### config.mk
export PLATFORM = sky130hd
export DESIGN_NAME = ftav_vec
export DESIGN_NICKNAME = d
export VERILOG_FILES = /design/src/sv/ftav_pkg.sv /design/src/sv/ftav_vec.sv
export SDC_FILE = /design/constraint.sdc
export NUM_CORES = 1
export LEC_CHECK = 0
export BUFFER_PORTS_ARGS = -buffer_cell sky130_fd_sc_hd__clkbuf_2
export CORE_MARGIN = 2
export CORE_UTILIZATION = 45
export CTS_BUF_LIST = sky130_fd_sc_hd__clkbuf_8
export CTS_CLUSTER_DIAMETER = 120
export DETAILED_ROUTE_END_ITERATION = 12
export GPL_ROUTABILITY_DRIVEN = 0
export PLACE_DENSITY = 0.68
export SLEW_MARGIN = 0
export SYNTH_ARGS = -nofsm -noshare
export SYNTH_HDL_FRONTEND = slang
export SYNTH_SLANG_ARGS = --single-unit
### constraint.sdc
create_clock -name clk -period 2.8 [get_ports clk]
set_clock_uncertainty 0.05 [all_clocks]
set_input_delay 0.7 -clock clk [delete_from_list [all_inputs] [get_ports clk]]
set_output_delay 0.7 -clock clk [all_outputs]
set_load 0.1 [all_outputs]
### src/sv/ftav_pkg.sv
`timescale 1ns / 1ps
// Shared types, constants and the arctangent table for the full-turn angle block.
// No dependencies; every other file imports this package.
package ftav_pkg;

	localparam int ANGLE_BITS_DEF = 16;
	localparam int COORD_BITS_DEF = 16;
	localparam int CORDIC_STEPS   = 31;
	// Normalized vectors carry their larger component's top bit here.
	localparam int NORM_MSB       = 59;
	localparam int SHIFT_W        = 6;
	localparam int TURN_BITS      = 32;
	localparam int DATA_W         = 64;

	// Quarter-turn codes after the 90-degree reduction.
	typedef enum logic [1:0] {
		QUAD_0   = 2'd0,
		QUAD_90  = 2'd1,
		QUAD_180 = 2'd2,
		QUAD_270 = 2'd3
	} quad_t;

	typedef struct packed {
		logic [DATA_W-1:0]    x;
		logic [DATA_W-1:0]    y;
		logic [TURN_BITS-1:0] z;
	} cordic_t;

	// atan(2^-i) in units of 2^-32 turn, rounded to nearest
	function automatic logic [TURN_BITS-1:0] atan_turn(input logic [4:0] idx);
		logic [TURN_BITS-1:0] r;
		unique case (idx)
			5'd0:  r = 32'h20000000;
			5'd1:  r = 32'h12E4051E;
			5'd2:  r = 32'h09FB385B;
			5'd3:  r = 32'h051111D4;
			5'd4:  r = 32'h028B0D43;
			5'd5:  r = 32'h0145D7E1;
			5'd6:  r = 32'h00A2F61E;
			5'd7:  r = 32'h00517C55;
			5'd8:  r = 32'h0028BE53;
			5'd9:  r = 32'h00145F2F;
			5'd10: r = 32'h000A2F98;
			5'd11: r = 32'h000517CC;
			5'd12: r = 32'h00028BE6;
			5'd13: r = 32'h000145F3;
			5'd14: r = 32'h0000A2FA;
			5'd15: r = 32'h0000517D;
			5'd16: r = 32'h000028BE;
			5'd17: r = 32'h0000145F;
			5'd18: r = 32'h00000A30;
			5'd19: r = 32'h00000518;
			5'd20: r = 32'h0000028C;
			5'd21: r = 32'h00000146;
			5'd22: r = 32'h000000A3;
			5'd23: r = 32'h00000051;
			5'd24: r = 32'h00000029;
			5'd25: r = 32'h00000014;
			5'd26: r = 32'h0000000A;
			5'd27: r = 32'h00000005;
			5'd28: r = 32'h00000003;
			5'd29: r = 32'h00000001;
			5'd30: r = 32'h00000001;
			default: r = '0;
		endcase
		return r;
	endfunction

endpackage

### src/sv/ftav_vec.sv
`timescale 1ns / 1ps
// Vector front end: quarter-turn reduction, leading-one search and normalizing shift.
// Three pipeline stages (s2..s4); uses ftav_pkg.
module ftav_vec import ftav_pkg::*; #(
	parameter int COORD_BITS = COORD_BITS_DEF
) (
	input  logic                  clk,
	input  logic                  en,
	input  logic signed [COORD_BITS:0] vx,
	input  logic signed [COORD_BITS:0] vy,
	output cordic_t               vec
);

	localparam int MSB_W = $clog2(COORD_BITS);

	logic [COORD_BITS-1:0] rx, ry;
	quad_t                 quad;
	logic [COORD_BITS:0]   nx, ny;
	logic                  x_pos, x_neg, y_pos, y_neg;

	logic [COORD_BITS-1:0] rx_s2, ry_s2;
	quad_t                 quad_s2;

	logic [COORD_BITS-1:0] mx;
	logic [MSB_W-1:0]      msb;

	logic [COORD_BITS-1:0] rx_s3, ry_s3;
	quad_t                 quad_s3;
	logic [SHIFT_W-1:0]    shamt_s3;

	cordic_t               vec_s4;

	assign nx    = -vx;
	assign ny    = -vy;
	assign x_neg = vx[COORD_BITS];
	assign y_neg = vy[COORD_BITS];
	assign x_pos = !x_neg && (vx != '0);
	assign y_pos = !y_neg && (vy != '0);

	// turn into the sector x > 0, y >= 0
	always_comb begin
		priority if (x_pos && !y_neg) begin
			rx   = vx[COORD_BITS-1:0];
			ry   = vy[COORD_BITS-1:0];
			quad = QUAD_0;
		end else if (!x_pos && y_pos) begin
			rx   = vy[COORD_BITS-1:0];
			ry   = nx[COORD_BITS-1:0];
			quad = QUAD_90;
		end else if (x_neg && !y_pos) begin
			rx   = nx[COORD_BITS-1:0];
			ry   = ny[COORD_BITS-1:0];
			quad = QUAD_180;
		end else begin
			rx   = ny[COORD_BITS-1:0];
			ry   = vx[COORD_BITS-1:0];
			quad = QUAD_270;
		end
	end

	always_ff @(posedge clk) begin
		if (en) begin
			rx_s2   <= rx;
			ry_s2   <= ry;
			quad_s2 <= quad;
		end
	end

	assign mx = (rx_s2 > ry_s2) ? rx_s2 : ry_s2;

	// highest set bit of the larger component
	always_comb begin
		msb = '0;
		for (int i = 0; i < COORD_BITS; i++) begin
			if (mx[i]) begin
				msb = MSB_W'(i);
			end
		end
	end

	always_ff @(posedge clk) begin
		if (en) begin
			rx_s3    <= rx_s2;
			ry_s3    <= ry_s2;
			quad_s3  <= quad_s2;
			shamt_s3 <= SHIFT_W'(NORM_MSB) - SHIFT_W'(msb);
		end
	end

	always_ff @(posedge clk) begin
		if (en) begin
			vec_s4.x <= DATA_W'(rx_s3) << shamt_s3;
			vec_s4.y <= DATA_W'(ry_s3) << shamt_s3;
			vec_s4.z <= {quad_s3, {(TURN_BITS-2){1'b0}}};
		end
	end

	assign vec = vec_s4;

endmodule

==> impl_metrics.toml, run 1 <==
[synthesis]
synth_flop_cell = "edfxtp_1"
syn-instance-count = 868
synth_mux_area_share_pct = 12.2
async_reset_ff_share_pct = 0
synth_edf_count = 139
ys_seq_elements = 139
synth_top_area_cell = "edfxtp_1"
synth.cell_area_um2 = 9160
synth_top_family_by_area = "simple AND/OR/NAND/NOR gates"
yosysSeqAreaShare_pct = 45.6
synthSimpleGateAreaFrac_pct = 13.2
synth_xor_area_share_pct = 2.30
synth_compound_gate_area_share_pct = 12.8
avgSynthCellArea_um2 = 10.5
synth_cell_types = 72
yosysTopAreaCellShare_pct = 45.6
synthTopCellsByArea = "edfxtp_1 46%, buf_4 8.0%, mux2i_1 6.0%, mux4_2 3.2%, nor2_1 3.1%"
synthAdderAreaFrac_pct = 2.60
yosys_warnings = 0

[critical_path]
reg2reg_to = "shamt_s3[3]$_DFFE_PP_"
arrival_ns = 2.84
r2r_slack_ns = 0.13
r2r_cells = 10
timing.rr.start = "ry_s2[13]$_DFFE_PP_"
slowest_stage = "edfxtp_1"
crit_required_ns = 2.97
crit_family = "compound AO/OA/AOI/OAI gates"
end_kind = "flip-flop"
crit_buf_inv = 2
cp_cell_sequence = "inv_1 -> ha_1 -> a21o_1 -> a21o_1 -> a2111oi_2 -> nand3_1 -> nand2_2 -> mux2_2 -> ha_1 -> inv_1"
start_kind = "flip-flop"
cpPeakStageDelay_ns = 0.43
critPathMaxFanout = 4
crit_type = "reg -> reg"

[die]
die_w_um = 147
fp-row-count = 52
ios = 196
start_util_pct = 45.5
core_um2 = 20100
die_h_um = 147
die-area_um2 = 21500

[hold_path]
hold_depth = 0
hold_end = "vec[30]$_DFFE_PP_"
min-delay-start = "quad_s3[0]$_DFFE_PP_"
hold_path.class = "reg -> reg"

[finish]
finalNetCount = 1066
fillers = 1798
drive_gt1_share_pct = 25.1
n_antenna_cell = 0
syn_to_final_growth_pct = 14.5
stdcell_count = 1293

[sta]
finalHoldWorstSlack_ns = 0.372
fmaxAchievable_mhz = 374
slew_viol_final = 0
min_period_over_period_pct = 95.4
tightest_slew_ns = 0.894
setup_viol = 0
min_period_ns = 2.67
hold_viol = 0
slew_headroom_pct = 40.2

[clock_network]
tritoncts = "yes"
insertion_delay_ns = 0.45
clock-root-buffer = "clkbuf_8"
cts_max_path_buffers = 2
htree_levels = 4
clkTransAtPathRegs_ns = 0.07
cts.sinks = 139
cts_made_buffers = 17

[route]
wl_per_cell_um = 16.0
vias = 6896
dr.pass1.iters = 5
via_per_inst = 5.33
drc = 0
drt_wl_total_um = 20700
dr.first_iter.drc_count = 469
drt.antenna.violating_nets = 0

[placement]
port_buffers = 101
dp_cells = 1261
hpwl_um = 16100

[run_status]
status = "finished clean"

[global_route]
track_usage_pct = 19.2
grt_pass1_vias = 6373
grt_max_degree = 42
grt_antenna_before_repair = 0
grt_pass1_wl_um = 32700
grt-ovfl-total = 0

[pwr]
leakagePower_uw = 0.00434
p_per_area_nw_per_um2 = 695
ir_worst_vdd_mv = 0.264
p_total_uw = 7280

[job]
drv_cap = 0
[cells by family (layout without fill, tap and decap cells)]
family | Yosys count | in the layout
mux | 92 | 92
buf+inv | 175 | 237
xor+xnor | 24 | 24
simple gates | 244 | 244
flops | 139 | 139
fa+ha+maj | 19 | 19
compound gates | 174 | 174
other cells | 1 | 94
[per-stage QoR]
stage	utilization, %	cell area, um^2	setup TNS (ns)	setup WS, ns
CTS	52.1	10500	0	0.0443
global placement	49.8	10000	0	0.0703
finish	52.1	10500	0	0.129
global route	52.1	10500	-0.000591	-0.000591
floorplan	-	9500	0	0.156
detailed placement	49.8	10000	0	0.0113
[power by group]
part	internal [uW]	leakage [uW]	switching (uW)
clock network	1130	0.000234	748
registers	2570	0.00138	132
logic	629	0.00273	2070
total	4330	0.00434	2950
[worst reg2reg max path, stage by stage, from the launching register on]
cell and delay [ns]:
edfxtp_1 0.43, inv_1 0.11, ha_1 0.25, a21o_1 0.16, a21o_1 0.18, a2111oi_2 0.37
nand3_1 0.13, nand2_2 0.12, mux2_2 0.34, ha_1 0.27, inv_1 0.03
[layer usage]
metal  share of wire (%)  wire length [um]  GRT usage (%)  vias up
met1                  42              8630           24.9     3188
met4                 4.6               952           10.9        0
met2                  47              9740           30.4      323
met5                   0                 0              0        -
met3                 6.7              1400           3.62       62
li1                    -                 -              -     3323
[layout by cell type (no fill, tap or decap), types with 14 or more instances in the layout]
cell type	count
edfxtp_1	139
clkbuf_2	100
conb_1	94
nor2_1	75
nand2_1	70
buf_4	65
mux2i_1	55
o21ai_0	46
inv_1	35
a21oi_1	28
o22ai_1	25
mux2_2	24
ha_1	19
clkbuf_8	17
nor3_1	16
xor2_1	15
nand3_1	14
[flip-flops by register name, summed over array words and instances, names as in the netlist]
signal / count
rx_s2: 16
vec: 66
ry_s2: 16
shamt_s3: 5
quad_s3: 2
ry_s3: 16
rx_s3: 16
quad_s2: 2
[synth_stat cells (all sizes together) (10+ instances only)]
cell    count
clkbuf     26
mux2i      55
mux2       24
nor3       16
xor2       15
o22ai      25
buf       112
mux4       13
edfxtp    139
nor2       75
nand3      15
nand4      10
ha         19
nor4       10
nand2      72
a21oi      29
o21ai      47
inv        35
[timing repair]
item                                    4_1_cts  5_1_grt
hold buffers                                  0        0
resized for setup                             1        2
buffers inserted                              0        1
pin swaps                                     0        1
endpoints found under the setup margin        1        2
[area by class of cell]
| class | count | area, um^2 | share of cell area [%] |
|---|---|---|---|
| clock buffer | 17 | 234 | 2.23 |
| clock inverter | 14 | 228 | 2.17 |
| inverter | 37 | 139 | 1.33 |
| multi-input combinational | 647 | 4300 | 41.0 |
| sequential | 139 | 4170 | 39.8 |
| tap | 270 | 338 | 3.22 |
| timing repair buffer | 169 | 1070 | 10.2 |
[worst max-delay path by stage]
stage / start / end / slack (ns) / cells after the start
finish: ry_s2[13]$_DFFE_PP_ / shamt_s3[3]$_DFFE_PP_ / 0.13 / 10
global route: ry_s2[15]$_DFFE_PP_ / shamt_s3[3]$_DFFE_PP_ / -0.0006 / 10
CTS: ry_s2[13]$_DFFE_PP_ / shamt_s3[3]$_DFFE_PP_ / 0.04 / 10
detailed placement: ry_s2[13]$_DFFE_PP_ / shamt_s3[3]$_DFFE_PP_ / 0.01 / 10
global placement: vy[0] / ry_s2[4]$_DFFE_PP_ / 0.07 / 9
floorplan: vy[12] / ry_s2[4]$_DFFE_PP_ / 0.16 / 6
Power figures use the tool's default switching activity.
==> run 2: changes to the inputs <==
Settings changed: ABC_AREA from default to 1, CTS_CLUSTER_SIZE from default to 16.
==> run 2 against run 1 <==
Sequential power about the same. Cell count increased by 14%. Combinational power grew 17%. Critical path type unchanged. Largest power group is now combinational logic. Die area down 1.2%.
==> impl_metrics.toml, run 2 <==
[run_status]
status = "finished clean"

[critical_path]
crit_required_ns = 2.97
crit_type = "reg -> reg"
slowest_stage = "edfxtp_1"
critPathMaxFanout = 24
crit_top_cell = "nand2_2"
crit_buf_inv = 3
cp_cell_sequence = "ha_4 -> nand2_2 -> nor3_2 -> buf_4 -> nand3_1 -> nand2_2 -> buf_12 -> nand2_1 -> o21ai_1 -> nand2_2 -> nor2_4 -> nand2_1 -> ha_1 -> inv_1"
crit_family = "simple AND/OR/NAND/NOR gates"
arrival_ns = 2.85
cpPeakStageDelay_ns = 0.45
start_kind = "flip-flop"
end_kind = "flip-flop"

[die]
die_w_um = 146
start_util_pct = 46.2
ios = 196
fp-row-count = 51
core_um2 = 19600
die-area_um2 = 21200
die_h_um = 146

[finish]
syn_to_final_growth_pct = 17.0
drive_gt1_share_pct = 24.1
finalNetCount = 1257
final_cell_mix = "279 x nand2_1, 139 x edfxtp_1, 100 x clkbuf_2, 94 x conb_1, 87 x nor2_1"
n_antenna_cell = 0
utilization_pct = 54.0
final_common_cell = "nand2_1"
fillers = 1782
largest_reg_flops = 66

[synthesis]
synth.most_common_cell = "nand2_1"
syn-instance-count = 1040
ys_top_cells_by_count = "284 x nand2_1, 139 x edfxtp_1, 97 x buf_4"
synth_flop_cell = "edfxtp_1"
yosysTopAreaCellShare_pct = 46.2
async_reset_ff_share_pct = 0
synthTopCellsByArea = "edfxtp_1 46%, nand2_1 12%, buf_4 8.1%, o21ai_0 4.4%, nor2_1 3.7%"
ys_seq_elements = 139
synth_cell_types = 47
yosys_warnings = 0
yosysSeqAreaShare_pct = 46.2
synth_top_area_cell = "edfxtp_1"
synth_edf_count = 139
avgSynthCellArea_um2 = 8.69
synth.cell_area_um2 = 9040

[route]
wl_per_cell_um = 13.0
drc = 0
drt_wl_total_um = 19300
dr.pass1.iters = 5
drt.antenna.violating_nets = 0
vias = 7115
dr.first_iter.drc_count = 485
via_per_inst = 4.81

[sta]
hold_viol = 0
setup_viol = 0
min_period_ns = 2.67
slew_headroom_pct = 58.3
tightest_slew_ns = 0.624
fmaxAchievable_mhz = 374
min_period_over_period_pct = 95.5
rsz0062_at_grt = "true"
layout_setup_ws_ns = 0.126
slew_viol_final = 0

[clock_network]
clock-root-buffer = "clkbuf_8"
cts_max_path_buffers = 2
cts.sinks = 139
clkTransAtPathRegs_ns = 0.08
insertion_delay_ns = 0.46
cts_made_buffers = 17
tritoncts = "yes"
ctsHoldBuffers = 0
htree_levels = 4

[placement]
dp_slack_ns = -0.281
port_buffers = 101
hpwl_um = 14600

[global_route]
busiest_layer = "met2"
grt_max_degree = 47
grtUsageMet1_pct = 24.8
met2_usage_pct = 28.8
track_usage_pct = 18.0
grt_pass1_vias = 6326
grt_pass1_wl_um = 31200
grt_antenna_before_repair = 0
grt-ovfl-total = 0
grt_use_met3_pct = 3.13

[pwr]
leakagePower_uw = 0.00478
ir_worst_vdd_mv = 0.262
p_per_area_nw_per_um2 = 720

[hold_path]
hold_path.class = "reg -> reg"

[job]
drv_cap = 0
[run 2: cell count changes after synthesis, sizes merged, moves of 11 or more]
cell / delta
o221ai: +27
mux4: -13
mux2i: -49
nand3: +16
nor2: +18
inv: +57
o22ai: -11
nand2: +219
a31oi: +12
o21ai: +50
a21oi: -18
mux2: -24
[run 2: routing by layer]
layer	vias up	part of all wire, %
met2	249	46
met3	29	5.7
met5	-	0
met1	3178	46
met4	0	1.9
li1	3659	-
[run 2: report_power, final]
group | total (uW) | internal [uW] | switching, uW
registers | 2700 | 2600 | 105
clock network | 1760 | 966 | 795
logic | 3150 | 669 | 2480
[run 2: cell type report]
cell class / instances / area (um^2) / share of cell area (%)
Inverter: 95 / 363 / 3.43
Sequential cell: 139 / 4170 / 39.4
Clock inverter: 15 / 198 / 1.87
Clock buffer: 17 / 234 / 2.21
Tap cell: 265 / 332 / 3.13
Timing Repair Buffer: 191 / 1270 / 12.0
Multi-Input combinational cell: 758 / 4010 / 37.9
[run 2: cell families after synthesis]
kind of cell / Yosys count / share of synthesized area, %
other cells: 1 / 0.0415
flops: 139 / 46.2
compound gates: 180 / 12.8
simple gates: 433 / 20.8
fa+ha+maj: 19 / 2.63
mux: 6 / 0.664
buf+inv: 236 / 14.4
xor+xnor: 26 / 2.52
[run 2: worst paths after layout]
check | slack (ns) | startpoint | to | cells after the start
worst max-delay path | 0.13 | rx_s2[14]$_DFFE_PP_ | shamt_s3[3]$_DFFE_PP_ | 14
worst min-delay path | 0.38 | quad_s3[0]$_DFFE_PP_ | vec[30]$_DFFE_PP_ | 0
worst max register to register | 0.13 | rx_s2[14]$_DFFE_PP_ | shamt_s3[3]$_DFFE_PP_ | 14
worst min register to register | 0.38 | quad_s3[0]$_DFFE_PP_ | vec[30]$_DFFE_PP_ | 0
[run 2: stage by stage]
| step | TNS, ns | cell area (um^2) | cells | hold WS (ns) | power (uW) |
|---|---|---|---|---|---|
| finish | 0 | 10600 | 1480 | 0.378 | 7620 |
| floorplan | 0 | 9390 | 1133 | 0.350 | 5310 |
| detailed placement | -7.52 | 9950 | 1434 | 0.359 | 5810 |
| global placement | -4.57 | 9950 | 1434 | 0.352 | 5780 |
| global route | -0.132 | 10600 | 1480 | 0.395 | 8000 |
| CTS | 0 | 10400 | 1466 | 0.380 | 7560 |
[run 2: timing repair]
action	in CTS	in global routing
gates resized for setup	0	31
endpoints found under the setup margin	0	23
setup buffers	0	14
